**src/hw/rtl/u8rs_pkg.sv**
```systemverilog
`default_nettype none

package u8rs_pkg;

   // byte values used by the decoder
   localparam logic [7:0] ASCII_MAX  = 8'h7F;
   localparam logic [7:0] CONT_MAX   = 8'hBF;
   localparam logic [7:0] LEAD2_MIN  = 8'hC2;
   localparam logic [7:0] LEAD2_MAX  = 8'hDF;
   localparam logic [7:0] LEAD3_MIN  = 8'hE0;
   localparam logic [7:0] LEAD3_MAX  = 8'hEF;
   localparam logic [7:0] LEAD4_MIN  = 8'hF0;
   localparam logic [7:0] LEAD4_MAX  = 8'hF4;
   localparam logic [7:0] LEAD_SURR  = 8'hED;
   localparam logic [7:0] E0_SECOND_MIN = 8'hA0;
   localparam logic [7:0] ED_SECOND_MAX = 8'h9F;
   localparam logic [7:0] F0_SECOND_MIN = 8'h90;
   localparam logic [7:0] F4_SECOND_MAX = 8'h8F;

   // U+FFFD in utf-8
   localparam logic [7:0] REPL_BYTE0 = 8'hEF;
   localparam logic [7:0] REPL_BYTE1 = 8'hBF;
   localparam logic [7:0] REPL_BYTE2 = 8'hBD;

   localparam logic [2:0] LEN_BAD   = 3'd0;
   localparam logic [2:0] LEN_ASCII = 3'd1;
   localparam logic [2:0] LEN_TWO   = 3'd2;
   localparam logic [2:0] LEN_THREE = 3'd3;
   localparam logic [2:0] LEN_FOUR  = 3'd4;

   // one output character: up to four bytes, first byte in bytes[0]
   typedef struct packed {
      logic [3:0][7:0] bytes;
      logic [2:0]      len;
      logic            repl;
      logic [31:0]     count;
   } char_type;

   // work for the back part caused by one input byte
   typedef struct packed {
      char_type [1:0] chars;
      logic           two;
      logic           eos;
   } item_type;

   function automatic logic [2:0] lead_len(input logic [7:0] b);
      logic [2:0] len;
      len = LEN_BAD;
      if (b <= ASCII_MAX) begin
         len = LEN_ASCII;
      end else if (b >= LEAD2_MIN && b <= LEAD2_MAX) begin
         len = LEN_TWO;
      end else if (b >= LEAD3_MIN && b <= LEAD3_MAX) begin
         len = LEN_THREE;
      end else if (b >= LEAD4_MIN && b <= LEAD4_MAX) begin
         len = LEN_FOUR;
      end
      return len;
   endfunction

   // overlong, surrogate and above-range limits on the second byte
   function automatic logic seq_ok(input logic [7:0] lead, input logic [7:0] second);
      logic ok;
      case (lead)
         LEAD3_MIN: ok = (second >= E0_SECOND_MIN);
         LEAD_SURR: ok = (second <= ED_SECOND_MAX);
         LEAD4_MIN: ok = (second >= F0_SECOND_MIN);
         LEAD4_MAX: ok = (second <= F4_SECOND_MAX);
         default:   ok = 1'b1;
      endcase
      return ok;
   endfunction

   function automatic char_type repl_char();
      char_type c;
      c = '0;
      c.bytes[0] = REPL_BYTE0;
      c.bytes[1] = REPL_BYTE1;
      c.bytes[2] = REPL_BYTE2;
      c.len      = LEN_THREE;
      c.repl     = 1'b1;
      return c;
   endfunction

endpackage

`default_nettype wire

```
**src/hw/rtl/u8rs_front.sv**
```systemverilog
`default_nettype none

module u8rs_front #(
   parameter int COUNT_WIDTH = 32
) (
   input  wire logic               clock,
   input  wire logic               reset,
   input  wire logic               in_valid,
   output logic                    in_ready,
   input  wire logic [7:0]         in_byte,
   input  wire logic               in_eos,
   output logic                    push_valid,
   output u8rs_pkg::item_type      push_item,
   input  wire logic               queue_full
);

   localparam int EXT_W = (COUNT_WIDTH > 32) ? COUNT_WIDTH : 32;
   localparam logic [COUNT_WIDTH-1:0] CNT_MAX = '1;

   logic [7:0]             lead_ff, lead_in;
   logic [2:0]             exp_ff, exp_in;
   logic [1:0]             coll_ff, coll_in;
   logic [2:0][7:0]        buf_ff, buf_in;
   logic [COUNT_WIDTH-1:0] cnt_ff, cnt_in;

   logic [COUNT_WIDTH-1:0] inc1, inc2;
   logic [EXT_W-1:0]       ext1, ext2;
   logic [31:0]            count1, count2;
   logic                   accept;

   u8rs_pkg::char_type [1:0] chars;
   logic [1:0]               nch;
   logic                     do_lead;
   logic [2:0]               ll;
   u8rs_pkg::char_type       seq_char;

   // counts for the first and second character started by this byte
   assign inc1   = (cnt_ff == CNT_MAX) ? cnt_ff : cnt_ff + COUNT_WIDTH'(1);
   assign inc2   = (cnt_ff >= CNT_MAX - COUNT_WIDTH'(1)) ? CNT_MAX : cnt_ff + COUNT_WIDTH'(2);
   assign ext1   = EXT_W'(inc1);
   assign ext2   = EXT_W'(inc2);
   assign count1 = (ext1 > EXT_W'(32'hFFFF_FFFF)) ? 32'hFFFF_FFFF : ext1[31:0];
   assign count2 = (ext2 > EXT_W'(32'hFFFF_FFFF)) ? 32'hFFFF_FFFF : ext2[31:0];

   assign in_ready = !queue_full;
   assign accept   = in_valid && in_ready;
   assign ll       = u8rs_pkg::lead_len(in_byte);

   always_comb begin
      lead_in  = lead_ff;
      exp_in   = exp_ff;
      coll_in  = coll_ff;
      buf_in   = buf_ff;
      chars    = '0;
      nch      = 2'd0;
      do_lead  = 1'b0;
      seq_char = '0;

      if (exp_ff != 3'd0) begin
         if (in_byte[7:6] == 2'b10) begin
            if (coll_ff != 2'd3) begin
               buf_in[coll_ff] = in_byte;
            end
            coll_in = coll_ff + 2'd1;
            if ({1'b0, coll_ff} + 3'd2 >= exp_ff) begin
               if (u8rs_pkg::seq_ok(lead_ff, buf_in[0])) begin
                  seq_char.bytes[0] = lead_ff;
                  seq_char.bytes[1] = buf_in[0];
                  seq_char.bytes[2] = buf_in[1];
                  seq_char.bytes[3] = buf_in[2];
                  seq_char.len      = exp_ff;
                  chars[nch[0]]     = seq_char;
               end else begin
                  chars[nch[0]] = u8rs_pkg::repl_char();
               end
               nch     = nch + 2'd1;
               lead_in = 8'd0;
               exp_in  = 3'd0;
               coll_in = 2'd0;
            end
         end else begin
            // broken sequence, the breaking byte starts over as a lead
            chars[nch[0]] = u8rs_pkg::repl_char();
            nch     = nch + 2'd1;
            lead_in = 8'd0;
            exp_in  = 3'd0;
            coll_in = 2'd0;
            do_lead = 1'b1;
         end
      end else begin
         do_lead = 1'b1;
      end

      if (do_lead) begin
         if (ll == u8rs_pkg::LEN_ASCII) begin
            seq_char.bytes[0] = in_byte;
            seq_char.len      = u8rs_pkg::LEN_ASCII;
            chars[nch[0]]     = seq_char;
            nch               = nch + 2'd1;
         end else if (ll == u8rs_pkg::LEN_BAD) begin
            chars[nch[0]] = u8rs_pkg::repl_char();
            nch           = nch + 2'd1;
         end else begin
            lead_in = in_byte;
            exp_in  = ll;
            coll_in = 2'd0;
         end
      end

      // sequence cut off by the end of the string
      if (in_eos && exp_in != 3'd0) begin
         chars[nch[0]] = u8rs_pkg::repl_char();
         nch     = nch + 2'd1;
         lead_in = 8'd0;
         exp_in  = 3'd0;
         coll_in = 2'd0;
      end

      chars[0].count = count1;
      chars[1].count = count2;

      case (nch)
         2'd1:    cnt_in = inc1;
         2'd2:    cnt_in = inc2;
         default: cnt_in = cnt_ff;
      endcase
      if (in_eos) begin
         cnt_in = '0;
      end
   end

   assign push_valid      = accept && (nch != 2'd0);
   assign push_item.chars = chars;
   assign push_item.two   = nch[1];
   assign push_item.eos   = in_eos;

   always_ff @(posedge clock) begin
      if (reset) begin
         lead_ff <= 8'd0;
         exp_ff  <= 3'd0;
         coll_ff <= 2'd0;
         cnt_ff  <= '0;
      end else if (accept) begin
         lead_ff <= lead_in;
         exp_ff  <= exp_in;
         coll_ff <= coll_in;
         cnt_ff  <= cnt_in;
      end
   end

   always_ff @(posedge clock) begin
      if (accept) begin
         buf_ff <= buf_in;
      end
   end

endmodule

`default_nettype wire

```
**src/hw/rtl/u8rs_queue.sv**
```systemverilog
`default_nettype none

module u8rs_queue #(
   parameter int DEPTH = 4
) (
   input  wire logic               clock,
   input  wire logic               reset,
   input  wire logic               push,
   input  wire u8rs_pkg::item_type push_item,
   output logic                    full,
   input  wire logic               pop,
   output logic                    empty,
   output u8rs_pkg::item_type      head
);

   localparam int PTR_W = (DEPTH > 1) ? $clog2(DEPTH) : 1;
   localparam int CNT_W = $clog2(DEPTH + 1);
   localparam logic [PTR_W-1:0] LAST_PTR = PTR_W'(DEPTH - 1);

   u8rs_pkg::item_type entries_ff [DEPTH];
   logic [PTR_W-1:0]   wr_ptr_ff, wr_ptr_in;
   logic [PTR_W-1:0]   rd_ptr_ff, rd_ptr_in;
   logic [CNT_W-1:0]   fill_ff, fill_in;
   logic               do_push, do_pop;

   assign full    = (fill_ff == CNT_W'(DEPTH));
   assign empty   = (fill_ff == '0);
   assign do_push = push && !full;
   assign do_pop  = pop && !empty;
   assign head    = entries_ff[rd_ptr_ff];

   always_comb begin
      wr_ptr_in = wr_ptr_ff;
      rd_ptr_in = rd_ptr_ff;
      fill_in   = fill_ff;
      if (do_push) begin
         wr_ptr_in = (wr_ptr_ff == LAST_PTR) ? '0 : wr_ptr_ff + PTR_W'(1);
      end
      if (do_pop) begin
         rd_ptr_in = (rd_ptr_ff == LAST_PTR) ? '0 : rd_ptr_ff + PTR_W'(1);
      end
      if (do_push && !do_pop) begin
         fill_in = fill_ff + CNT_W'(1);
      end else if (do_pop && !do_push) begin
         fill_in = fill_ff - CNT_W'(1);
      end
   end

   always_ff @(posedge clock) begin
      if (reset) begin
         wr_ptr_ff <= '0;
         rd_ptr_ff <= '0;
         fill_ff   <= '0;
      end else begin
         wr_ptr_ff <= wr_ptr_in;
         rd_ptr_ff <= rd_ptr_in;
         fill_ff   <= fill_in;
      end
   end

   always_ff @(posedge clock) begin
      if (do_push) begin
         entries_ff[wr_ptr_ff] <= push_item;
      end
   end

endmodule

`default_nettype wire

```
**src/hw/rtl/u8rs_back.sv**
```systemverilog
`default_nettype none

module u8rs_back (
   input  wire logic               clock,
   input  wire logic               reset,
   input  wire logic               head_valid,
   input  wire u8rs_pkg::item_type head,
   output logic                    pop,
   output logic                    out_valid,
   input  wire logic               out_ready,
   output logic [7:0]              out_byte,
   output logic                    out_run_last,
   output logic                    out_text_end,
   output logic [31:0]             out_count,
   output logic                    out_repl
);

   logic        char_idx_ff;
   logic [1:0]  byte_idx_ff;
   logic        valid_ff, valid_in;
   logic [7:0]  byte_ff;
   logic        run_last_ff, text_end_ff, repl_ff;
   logic [31:0] count_ff;

   u8rs_pkg::char_type cur;
   logic               last_byte, last_char, load;

   assign cur       = head.chars[char_idx_ff];
   assign last_byte = ({1'b0, byte_idx_ff} + 3'd1 == cur.len);
   assign last_char = char_idx_ff || !head.two;
   assign load      = head_valid && (!valid_ff || out_ready);
   assign pop       = load && last_byte && last_char;

   always_comb begin
      valid_in = valid_ff;
      if (load) begin
         valid_in = 1'b1;
      end else if (out_ready) begin
         valid_in = 1'b0;
      end
   end

   always_ff @(posedge clock) begin
      if (reset) begin
         valid_ff    <= 1'b0;
         char_idx_ff <= 1'b0;
         byte_idx_ff <= 2'd0;
      end else begin
         valid_ff <= valid_in;
         if (load) begin
            if (last_byte) begin
               byte_idx_ff <= 2'd0;
               char_idx_ff <= !last_char;
            end else begin
               byte_idx_ff <= byte_idx_ff + 2'd1;
            end
         end
      end
   end

   always_ff @(posedge clock) begin
      if (load) begin
         byte_ff     <= cur.bytes[byte_idx_ff];
         run_last_ff <= last_byte && last_char;
         text_end_ff <= last_byte && last_char && head.eos;
         count_ff    <= cur.count;
         repl_ff     <= cur.repl;
      end
   end

   assign out_valid    = valid_ff;
   assign out_byte     = byte_ff;
   assign out_run_last = run_last_ff;
   assign out_text_end = text_end_ff;
   assign out_count    = count_ff;
   assign out_repl     = repl_ff;

endmodule

`default_nettype wire

```
**src/hw/rtl/utf8_repair_stream.sv**
```systemverilog
// a result byte passes through a queue entry and then the output register; one input
// byte per clock while rsp_tready is high and each byte yields at most one result
// byte; the output register moves one byte per clock while rsp_tready is high, so a
// longer expansion holds the back end and the queue of QUEUE_DEPTH items absorbs it
// reset: synchronous, active high; clears any pending sequence, the character
// counter, the queue and the output register
`default_nettype none

module utf8_repair_stream #(
   parameter int COUNT_WIDTH = 32,
   parameter int QUEUE_DEPTH = 4
) (
   input  wire logic        clock,
   input  wire logic        reset,

   // input byte stream
   input  wire logic        req_tvalid,
   output logic             req_tready,
   input  wire logic [7:0]  req_tdata,    // [7:0] in_byte
   input  wire logic        req_tlast,    // end_of_string

   // repaired byte stream
   output logic             rsp_tvalid,
   input  wire logic        rsp_tready,
   output logic [39:0]      rsp_tdata,    // [7:0] out_byte, [39:8] char_count
   output logic             rsp_tlast,    // text_end
   output logic [1:0]       rsp_tuser     // [0] run_last, [1] is_replacement
);

   // front to queue
   logic               push_valid;
   u8rs_pkg::item_type push_item;
   logic               queue_full;

   // queue to back
   logic               queue_empty;
   logic               pop;
   u8rs_pkg::item_type head;

   // back outputs
   logic [7:0]  out_byte;
   logic [31:0] out_count;
   logic        out_run_last;
   logic        out_repl;

   // front: decodes each byte against the pending sequence and turns it into
   // zero, one or two output characters with their counts
   u8rs_front #(
      .COUNT_WIDTH(COUNT_WIDTH)
   ) u_front (
      .clock      (clock),
      .reset      (reset),
      .in_valid   (req_tvalid),
      .in_ready   (req_tready),
      .in_byte    (req_tdata),
      .in_eos     (req_tlast),
      .push_valid (push_valid),
      .push_item  (push_item),
      .queue_full (queue_full)
   );

   // short queue so a multi-byte expansion does not stall the input side at once
   u8rs_queue #(
      .DEPTH(QUEUE_DEPTH)
   ) u_queue (
      .clock     (clock),
      .reset     (reset),
      .push      (push_valid),
      .push_item (push_item),
      .full      (queue_full),
      .pop       (pop),
      .empty     (queue_empty),
      .head      (head)
   );

   // back: walks the bytes of the queued characters into the output register
   u8rs_back u_back (
      .clock        (clock),
      .reset        (reset),
      .head_valid   (!queue_empty),
      .head         (head),
      .pop          (pop),
      .out_valid    (rsp_tvalid),
      .out_ready    (rsp_tready),
      .out_byte     (out_byte),
      .out_run_last (out_run_last),
      .out_text_end (rsp_tlast),
      .out_count    (out_count),
      .out_repl     (out_repl)
   );

   assign rsp_tdata = {out_count, out_byte};
   assign rsp_tuser = {out_repl, out_run_last};

endmodule

`default_nettype wire
```
**config.mk**
```make
export PLATFORM = sky130hd
export DESIGN_NAME = utf8_repair_stream
export DESIGN_NICKNAME = d
export VERILOG_FILES = /design/src/hw/rtl/u8rs_pkg.sv /design/src/hw/rtl/u8rs_front.sv /design/src/hw/rtl/u8rs_queue.sv /design/src/hw/rtl/u8rs_back.sv /design/src/hw/rtl/utf8_repair_stream.sv
export SDC_FILE = /design/constraint.sdc
export NUM_CORES = 1
export LEC_CHECK = 0
export BUFFER_PORTS_ARGS = -buffer_cell sky130_fd_sc_hd__buf_2
export CELL_PAD_IN_SITES_DETAIL_PLACEMENT = 1
export CELL_PAD_IN_SITES_GLOBAL_PLACEMENT = 1
export CORE_MARGIN = 10
export CORE_UTILIZATION = 26
export DETAILED_ROUTE_END_ITERATION = 10
export PLACE_DENSITY_LB_ADDON = 0.05
export SYNTH_ARGS = -nofsm -noshare
export SYNTH_HDL_FRONTEND = slang
export SYNTH_HIERARCHICAL = 1
export SYNTH_SLANG_ARGS = --single-unit
```
**constraint.sdc**
```tcl
create_clock -name clock -period 7.86 [get_ports clock]
set_input_delay 1.572 -clock clock [delete_from_list [all_inputs] [get_ports clock]]
set_output_delay 1.572 -clock clock [all_outputs]
set_load 0.005 [all_outputs]
```
==> results.cfg, run 1 <==
[global_routing]
grt_use_total_pct = 13.2
antenna_found_initial = 5
grt_max_degree = 76
overflow = 0
first_global_vias = 16641
grt_pass1_wl_um = 121000

[timing]
setup_slack_ps = 1860
hold_violations = 0
fin_crit_ps = 6000
fin_tns_setup_ps = 0
finClkSkew_ps = 27.2
finalMaxSlewViolations = 0
setup_viol = 0
fin_crit_sh_pct = 76.3
fmax_mhz = 167
relSlewSlack_pct = 24.9
rsz0062_at_grt = no
worst_pin_slew_ps = 1130

[placement]
gp_congestion = 0.712
dp.cells = 3125
dpl.hpwl_um = 53700
place_area_mm2 = 0.0307
numPortBuffers = 57
pre_cts_ws_ps = 1190

[clock_network]
cts.path.max_buffers = 3
cts.sinks = 677
clkSlewWorstSetupHoldPaths_ps = 60
cts-resized-gates = 0
cts_root_buffer = clkbuf_16
htree_levels = 3
clk_latency_ps = 650
cts_buffers = 84
cts_hold_buf = 0
cts_setup_buffers = 0
cts_tree = yes

[worst_setup_path]
startpoint_type = primary input
cp.buffers_inverters = 5
slowest_delay_ps = 580
path_class = in -> reg
cp_data_required_time_ps = 8440
cpMaxStageDelayCell = a41oi_1
cp-end-kind = flop
arrival_ps = 6580
reg2reg_setup_slack_ps = 2100
path_cells = buf_2 -> o21a_1 -> o211a_1 -> o21a_1 -> ha_1 -> inv_1 -> a221oi_2 -> inv_2 -> ha_1 -> and2_1 -> nand2_1 -> a41oi_1 -> inv_1 -> nor2_1 -> ha_1 -> inv_1 -> fa_1 -> xor2_1 -> or3_1 -> a21oi_1
path_delay_family = compound AO/OA/AOI/OAI gates
critical_path_peak_fanout = 17

[routing]
antenna_left = 0
drc_errors = 0
routed_wl_um = 83000
drt-pass1-iter-count = 5
routedWlPerCell_um = 25.3
dr.first_iter.drc_count = 985
viasPerCell = 4.62
vias = 15148

[final_layout]
stdcell_area_mm2 = 0.0334
final_cells = 3282
layout_common_cells = edfxtp_1 (619), mux4_2 (154), nand2_1 (125)
multi_input_area_mm2 = 0.00819
syn_to_final_growth_pct = 16.1
fillerInstances = 11259
final_common_cell = edfxtp_1
finalNetCount = 1768
drive_gt1_share_pct = 26.7
regArea_mm2 = 0.0198

[die]
dieArea_mm2 = 0.124
io_pins = 58
std_cell_rows = 121
initial_core_util_pct = 26.3
die_y_um = 353
fp.dieW_um = 353
core_area_mm2 = 0.109

[pwr]
p_switching_uw = 2740
p_clk_share_pct = 37.0
peakVddDrop_v = 0.000154
switching_share_pct = 26.7
leakagePower_uw = 0.0109
power.density_mw_per_mm2 = 307
p_total_uw = 10300
p_int_uw = 7510
p_seq_share_pct = 46.3
pwr-share-comb_pct = 16.7

[job]
maxCapViolCount = 0

[synthesis]
synth_area_mm2 = 0.0288
synth.top_cell.area_share_pct = 64.6
synth.distinct_cells = 76
synth_edf_count = 619
synth.ff_latch_count = 677
synthFlopType = edfxtp_1
synthCells = 1647
yosysWarnings = 6
synthTopCellsByArea = edfxtp_1 (65%), mux4_2 (12%), dfxtp_1 (4.0%), mux2_2 (2.3%), nand2_1 (1.6%)
synth_largest_area_cell = edfxtp_1
ys_seq_area_share_pct = 68.7
postSynth.asyncResetShare_pct = 0
avgSynthCellArea_um2 = 17.5

[outcome]
status = finished, final reports clean

[worst_hold_path]
hp-class = reg -> reg
-- state kept, by name, indices dropped and copies added (netlist names), 2 cells and up, named ones only --
signal / cells
u_back/byte_idx_ff: 2
u_back/out_byte: 8
u_back/out_count: 32
u_front/buf_ff: 24
u_front/cnt_ff: 32
u_front/coll_ff: 2
u_front/exp_ff: 3
u_front/lead_ff: 8
u_queue/entries_ff: 552
u_queue/fill_ff: 3
u_queue/rd_ptr_ff: 2
u_queue/wr_ptr_ff: 2
-- kinds of logic after synthesis --
family,synth area share [%]
simple gates,6.20
fa+ha+maj,0.896
flops,68.7
buf+inv,3.17
mux,14.8
other cells,0.0130
compound gates,4.46
xor+xnor,1.83
-- metrics by stage --
stage | util (%) | hold slack (ps)
6_report | 30.6 | 499
5_1_grt | 30.5 | 534
4_1_cts | 30.5 | 495
3_5_place_dp | 28.1 | 486
3_3_place_gp | 28.1 | 468
2_1_floorplan | - | 445
-- layout make-up --
class	count	area share, %
Sequential cell	677	59.2
Multi-Input combinational cell	837	24.5
Inverter	29	0.326
Antenna cell	5	0.0375
Tap cell	1476	5.53
Clock inverter	48	1.29
Clock buffer	104	6.77
Timing Repair Buffer	106	2.37
-- tightest hold or removal path: cells and delay by family (launching register included) --
| family | cells | cell delay [ps] |
|---|---|---|
| flip-flops | 1 | 330 |
| AND/OR/NAND/NOR | 1 | 60 |
| AO/OA/AOI/OAI | 1 | 50 |
-- power groups by stage --
stage | clock (µW) | combinational, µW | sequential, µW
3_3_place_gp | 0 | 1780 | 4820
2_1_floorplan | 0 | 1040 | 4780
6_report | 3800 | 1710 | 4740
4_1_cts | 3940 | 1800 | 4760
3_5_place_dp | 0 | 1790 | 4830
5_1_grt | 4070 | 1880 | 4800
-- worst paths after layout --
kind | end | startpoint | depth (start not counted)
min reg2reg | u_front/lead_ff[5] | u_front/lead_ff[5] | 2
min | u_front/lead_ff[5] | u_front/lead_ff[5] | 2
max | u_queue/fill_ff[2] | req_tdata[1] | 20
max reg2reg | u_queue/fill_ff[2] | u_front/coll_ff[1] | 21
-- layer usage --
metal  part of all wire (%)  track usage (%)  vias to the layer above
met3                    3.1             2.00                      126
met1                     51             19.5                     8106
li1                       -                -                     6692
met4                    2.2             3.51                        0
met5                      0                0                        -
met2                     44             19.8                      224
-- cells in the mapped netlist, drive strengths merged (25+ instances only) --
library cell	instances
edfxtp	619
inv	29
clkbuf	28
mux4	154
buf	87
o21ai	41
nand3	28
xnor2	25
mux2	61
xor2	35
a21oi	26
dfxtp	58
nand2	125
nor2	64
(Power assumes the default switching activity.)
==> run 2: changes to the inputs <==
Clock period 7.86 ns to 5.5 ns, I/O delays scaled along.
==> run 2 against run 1 <==
  * Final cell count is 0.30% higher
  * First-iteration DRC count is 9.1% lower
  * Sequential power is 42% higher
  * Global-route usage is 0.22 points lower
  * Largest power group unchanged
  * Design area hardly changed
==> results.cfg, run 2 (same netlist as run 1, synthesis figures left out) <==
[outcome]
status = finished, final reports clean

[clock_network]
cts-resized-gates = 0
cts_tree = yes
cts.path.max_buffers = 3
htree_levels = 3
cts_hold_buf = 0
cts_setup_buffers = 0
clk_latency_ps = 630
clkSlewWorstSetupHoldPaths_ps = 60
cts.sinks = 677
cts_root_buffer = clkbuf_16
cts_buffers = 83

[timing]
fin_crit_sh_pct = 86.7
finalMaxSlewViolations = 0
relSlewSlack_pct = 33.3
rsz0062_at_grt = no
hold_slack_ps = 484
fin_crit_ps = 4770
hold_violations = 0
fmax_mhz = 210
fin_tns_setup_ps = 0
setup_viol = 0
worst_pin_slew_ps = 998
finClkSkew_ps = 24.7

[routing]
routedWlPerCell_um = 24.6
antenna_left = 0
dr.first_iter.drc_count = 895
routed_wl_um = 80800
viasPerCell = 4.59
drc_errors = 0
drt-pass1-iter-count = 4
vias = 15109

[pwr]
power.density_mw_per_mm2 = 433
peakVddDrop_v = 0.000203
leakagePower_uw = 0.0109

[die]
dieArea_mm2 = 0.124
fp.dieW_um = 353
core_area_mm2 = 0.109
io_pins = 58
die_y_um = 353
std_cell_rows = 121
initial_core_util_pct = 26.3

[final_layout]
drive_gt1_share_pct = 27.3
syn_to_final_growth_pct = 16.3
fillerInstances = 11273
layout_common_cells = edfxtp_1 (619), mux4_2 (154), nand2_1 (125)
final_common_cell = edfxtp_1
top_register = u_queue/entries_ff
finalNetCount = 1782
largest_reg_flops = 552

[placement]
numPortBuffers = 57
gp_congestion = 0.736
dpl.hpwl_um = 50600

[worst_setup_path]
cp_data_required_time_ps = 6050
critPathLaunch = u_front/coll_ff[1]
cpMaxStageDelayCell = dfxtp_1
cp.buffers_inverters = 5
arrival_ps = 5320
critical_path_peak_fanout = 6
path_cells = inv_1 -> ha_1 -> and2_1 -> a211oi_2 -> nor2_1 -> ha_1 -> inv_1 -> a221oi_2 -> inv_2 -> ha_1 -> and2_1 -> nand2_1 -> a41oi_2 -> inv_1 -> nor2_1 -> ha_1 -> inv_1 -> fa_1 -> xor2_1 -> or3_1 -> a21oi_1
slowest_delay_ps = 430
startpoint_type = flop
path_delay_family = adder cells
cp-end-kind = flop
path_class = reg -> reg
reg2reg_from = u_front/coll_ff[1]

[global_routing]
first_global_vias = 16639
overflow = 0
antenna_found_initial = 4
grt_max_degree = 84
grt_pass1_wl_um = 119000
grt_use_total_pct = 12.9

[worst_hold_path]
min_from = u_front/lead_ff[5]
hp-class = reg -> reg

[job]
maxCapViolCount = 0
run 2: worst reg2reg max path, stage by stage (launching register included):
cell and delay (ps):
dfxtp_1 430, inv_1 120, ha_1 280, and2_1 200
a211oi_2 270, nor2_1 120, ha_1 360, inv_1 80
a221oi_2 310, inv_2 70, ha_1 270, and2_1 180
nand2_1 130, a41oi_2 290, inv_1 90, nor2_1 200
ha_1 240, inv_1 70, fa_1 380, xor2_1 160
or3_1 310, a21oi_1 140
run 2: where the power goes:
part           switching (µW)  internal (µW)
registers                 209           6540
logic                    1510           1010
clock network            2110           3090
total                    3820          10600
run 2: through the flow:
step                      area (µm²)  worst slack, ps  util (%)  power, µW  instances
final                          33400              732      30.6      14500       3292
after global routing           33400              194      30.6      15200       3290
after CTS                      33400              688      30.6      14800       3290
after detailed placement       30900              145      28.2       9510       3140
after global placement         30900              165      28.2       9480       3140
after floorplan                28800             40.9         -       8310       1658
run 2: final cells by class:
cell class / count / area [µm²] / area share [%]
inverters: 29 / 109 / 0.326
multi-input cells: 837 / 8190 / 24.5
well taps: 1476 / 1850 / 5.52
clock buffers: 112 / 2250 / 6.72
repair buffers: 121 / 953 / 2.85
clock inverters: 38 / 318 / 0.951
flip-flops and latches: 677 / 19800 / 59.1
diodes: 2 / 5.00 / 0.0150
run 2: final timing paths:
| kind | end | slack, ps | cells past startpoint |
|---|---|---|---|
| worst max-delay path | u_queue/fill_ff[2] | 730 | 21 |
| worst min-delay path | u_front/lead_ff[5] | 480 | 2 |
| worst max register to register | u_queue/fill_ff[2] | 730 | 21 |
| worst min register to register | u_front/lead_ff[5] | 480 | 2 |
run 2: per-layer routing:
| layer | GRT usage (%) | routed length (µm) |
|---|---|---|
| met3 | 2.33 | 3140 |
| met4 | 3.30 | 1360 |
| met2 | 19.6 | 35600 |
| met1 | 18.9 | 40700 |
| met5 | 0 | 0 |
==> run 3: changes to the inputs <==
Settings changed: ABC_AREA from default to 1.
==> run 3 against run 2 <==
  * Critical path depth is 9 higher
  * Highest routed layer unchanged
  * Via count is 36% higher
  * Wire length is 22% higher
==> results.cfg, run 3 <==
[outcome]
status = finished, final reports clean

[final_layout]
final_common_cell = edfxtp_1
layout_common_cells = edfxtp_1 (619), nor2_1 (535), nand2_1 (409)
top_register = u_queue/entries_ff
largest_reg_flops = 552
drive_gt1_share_pct = 10.3
finalNetCount = 2832
syn_to_final_growth_pct = 15.6

[clock_network]
cts_setup_buffers = 0
htree_levels = 3
clkSlewWorstSetupHoldPaths_ps = 50
cts_tree = yes
cts_buffers = 87
clk_latency_ps = 660
cts_root_buffer = clkbuf_16
cts.path.max_buffers = 3
cts_hold_buf = 0
cts-resized-gates = 0
cts.sinks = 677

[global_routing]
antenna_found_initial = 2
grt_use_total_pct = 15.3
grt_max_degree = 139
grt_pass1_wl_um = 147000
first_global_vias = 21677
overflow = 0

[worst_setup_path]
path_class = reg -> reg
startpoint_type = flop
rr_endpoint = u_queue/fill_ff[2]
reg2reg_from = u_front/exp_ff[2]
cp_data_required_time_ps = 6050
slowest_delay_ps = 410
arrival_ps = 5140
cp-end-kind = flop
critical_path_peak_fanout = 14
ff2ff_path_depth = 30
cpMaxStageDelayCell = dfxtp_1
crit_top_cell = inv_1
reg2reg_setup_slack_ps = 900

[routing]
routedWlPerCell_um = 22.6
drt-pass1-iter-count = 5
antenna_left = 0
viasPerCell = 4.70
dr.first_iter.drc_count = 1129
vias = 20578
routed_wl_um = 98800
drc_errors = 0

[timing]
fin_tns_setup_ps = 0
fin_crit_ps = 4600
rsz0062_at_grt = no
setup_slack_ps = 902
hold_violations = 0
relSlewSlack_pct = 35.3
fin_crit_sh_pct = 83.6
fmax_mhz = 217
finalMaxSlewViolations = 0
worst_pin_slew_ps = 967
setup_viol = 0
finClkSkew_ps = 20.6

[placement]
numPortBuffers = 57
gp_congestion = 0.784
dpl.hpwl_um = 60200
pre_cts_ws_ps = 722

[die]
fp.dieW_um = 358
io_pins = 58
dieArea_mm2 = 0.128
core_area_mm2 = 0.113
std_cell_rows = 123
initial_core_util_pct = 26.3
die_y_um = 358

[synthesis]
synthTopCellsByArea = edfxtp_1 (63%), nor2_1 (6.8%), nand2_1 (5.2%), o21ai_0 (4.6%), dfxtp_1 (3.9%)
avgSynthCellArea_um2 = 10.8
synthFlopType = edfxtp_1
synth_largest_area_cell = edfxtp_1
synth.ff_latch_count = 677
synth.distinct_cells = 44
synth_area_mm2 = 0.0297
ys_seq_area_share_pct = 66.6
postSynth.asyncResetShare_pct = 0
ys_top_cells_by_count = edfxtp_1 (619), nor2_1 (540), nand2_1 (411), o21ai_0 (272), inv_1 (175)
yosysWarnings = 6
synth_edf_count = 619
synth.top_cell.area_share_pct = 62.7
synthCells = 2757
synth.most_common_cell = edfxtp_1

[job]
maxCapViolCount = 0

[worst_hold_path]
whs_endpoint = u_back/out_valid
hp-class = reg -> reg
min_from = u_back/out_valid
worstHoldPathCells = 2

[pwr]
leakagePower_uw = 0.0126
peakVddDrop_v = 0.000251
power.density_mw_per_mm2 = 482
==> run 3: changes by cell type in the layout (fill, tap and decap cells not counted), sizes merged, moves of 127 or more <==
cell / before / now
nor2: 64 / 550
o21ai: 41 / 387
nand2: 125 / 423
inv: 32 / 191
mux4: 154 / 0
o22ai: 21 / 148
==> run 3: layout make-up <==
cell class	instances	area, µm²
fillers	12514	78700
flip-flops and latches	677	19800
multi-input cells	1739	8340
clock buffers	109	2280
well taps	1500	1880
repair buffers	106	816
inverters	188	721
clock inverters	54	478
diodes	2	5.00
==> run 3: cells by family after synthesis <==
logic type	after synthesis	synth area share [%]
DFF	677	66.6
buffers and inverters	352	5.62
other	1	0.0126
and+or+nand+nor	1058	14.3
AOI/OAI and AO/OA	602	11.2
adders and majority gates	20	0.869
xor gates and xnor gates	47	1.39
==> run 3: how the worst max path moves through the flow <==
stage	slack, ps	to	depth (start not counted)	startpoint
2_1_floorplan	2	u_queue/entries_ff[0][0]	17	req_tdata[7]
3_3_place_gp	740	u_queue/fill_ff[2]	26	req_tdata[7]
3_5_place_dp	720	u_front/cnt_ff[3]	22	req_tdata[7]
4_1_cts	840	u_queue/fill_ff[2]	30	u_front/exp_ff[2]
5_1_grt	440	u_queue/fill_ff[2]	30	u_front/exp_ff[2]
6_report	900	u_queue/fill_ff[2]	30	u_front/exp_ff[2]
==> run 3: worst max-delay path: cells and delay by family (launching register included) <==
family	cells	cell delay, ps
fa+ha+maj	5	1540
simple gates	14	1370
compound gates	3	440
buf+inv	8	730
flops	1	410
==> run 3: where the power goes <==
part / total [µW] / switching (µW) / leakage (µW) / internal, µW
Combinational: 3960 / 2900 / 0.00502 / 1050
Sequential: 7070 / 303 / 0.00624 / 6770
Clock: 5510 / 2240 / 0.00135 / 3270
Total: 16500 / 5450 / 0.0126 / 11100
==> run 3: per-stage QoR <==
step                hold WS, ps  utilization, %  std cells  power, µW  instance area [µm²]
floorplan                   459               -       2768       9520                29800
global placement            483            27.9       4210      11200                31500
detailed placement          494            27.9       4210      11300                31500
CTS                         507            30.3       4373      16900                34300
global route                548            30.3       4373      17600                34300
finish                      503            30.3       4375      16500                34300
==> run 3: metal layers <==
layer,part of all wire [%],vias to the layer above,track usage (%)
li1,-,9676,-
met1,50,10508,22.0
met2,44,309,24.0
met3,3.7,85,2.14
met4,1.7,0,3.86
met5,0,-,0
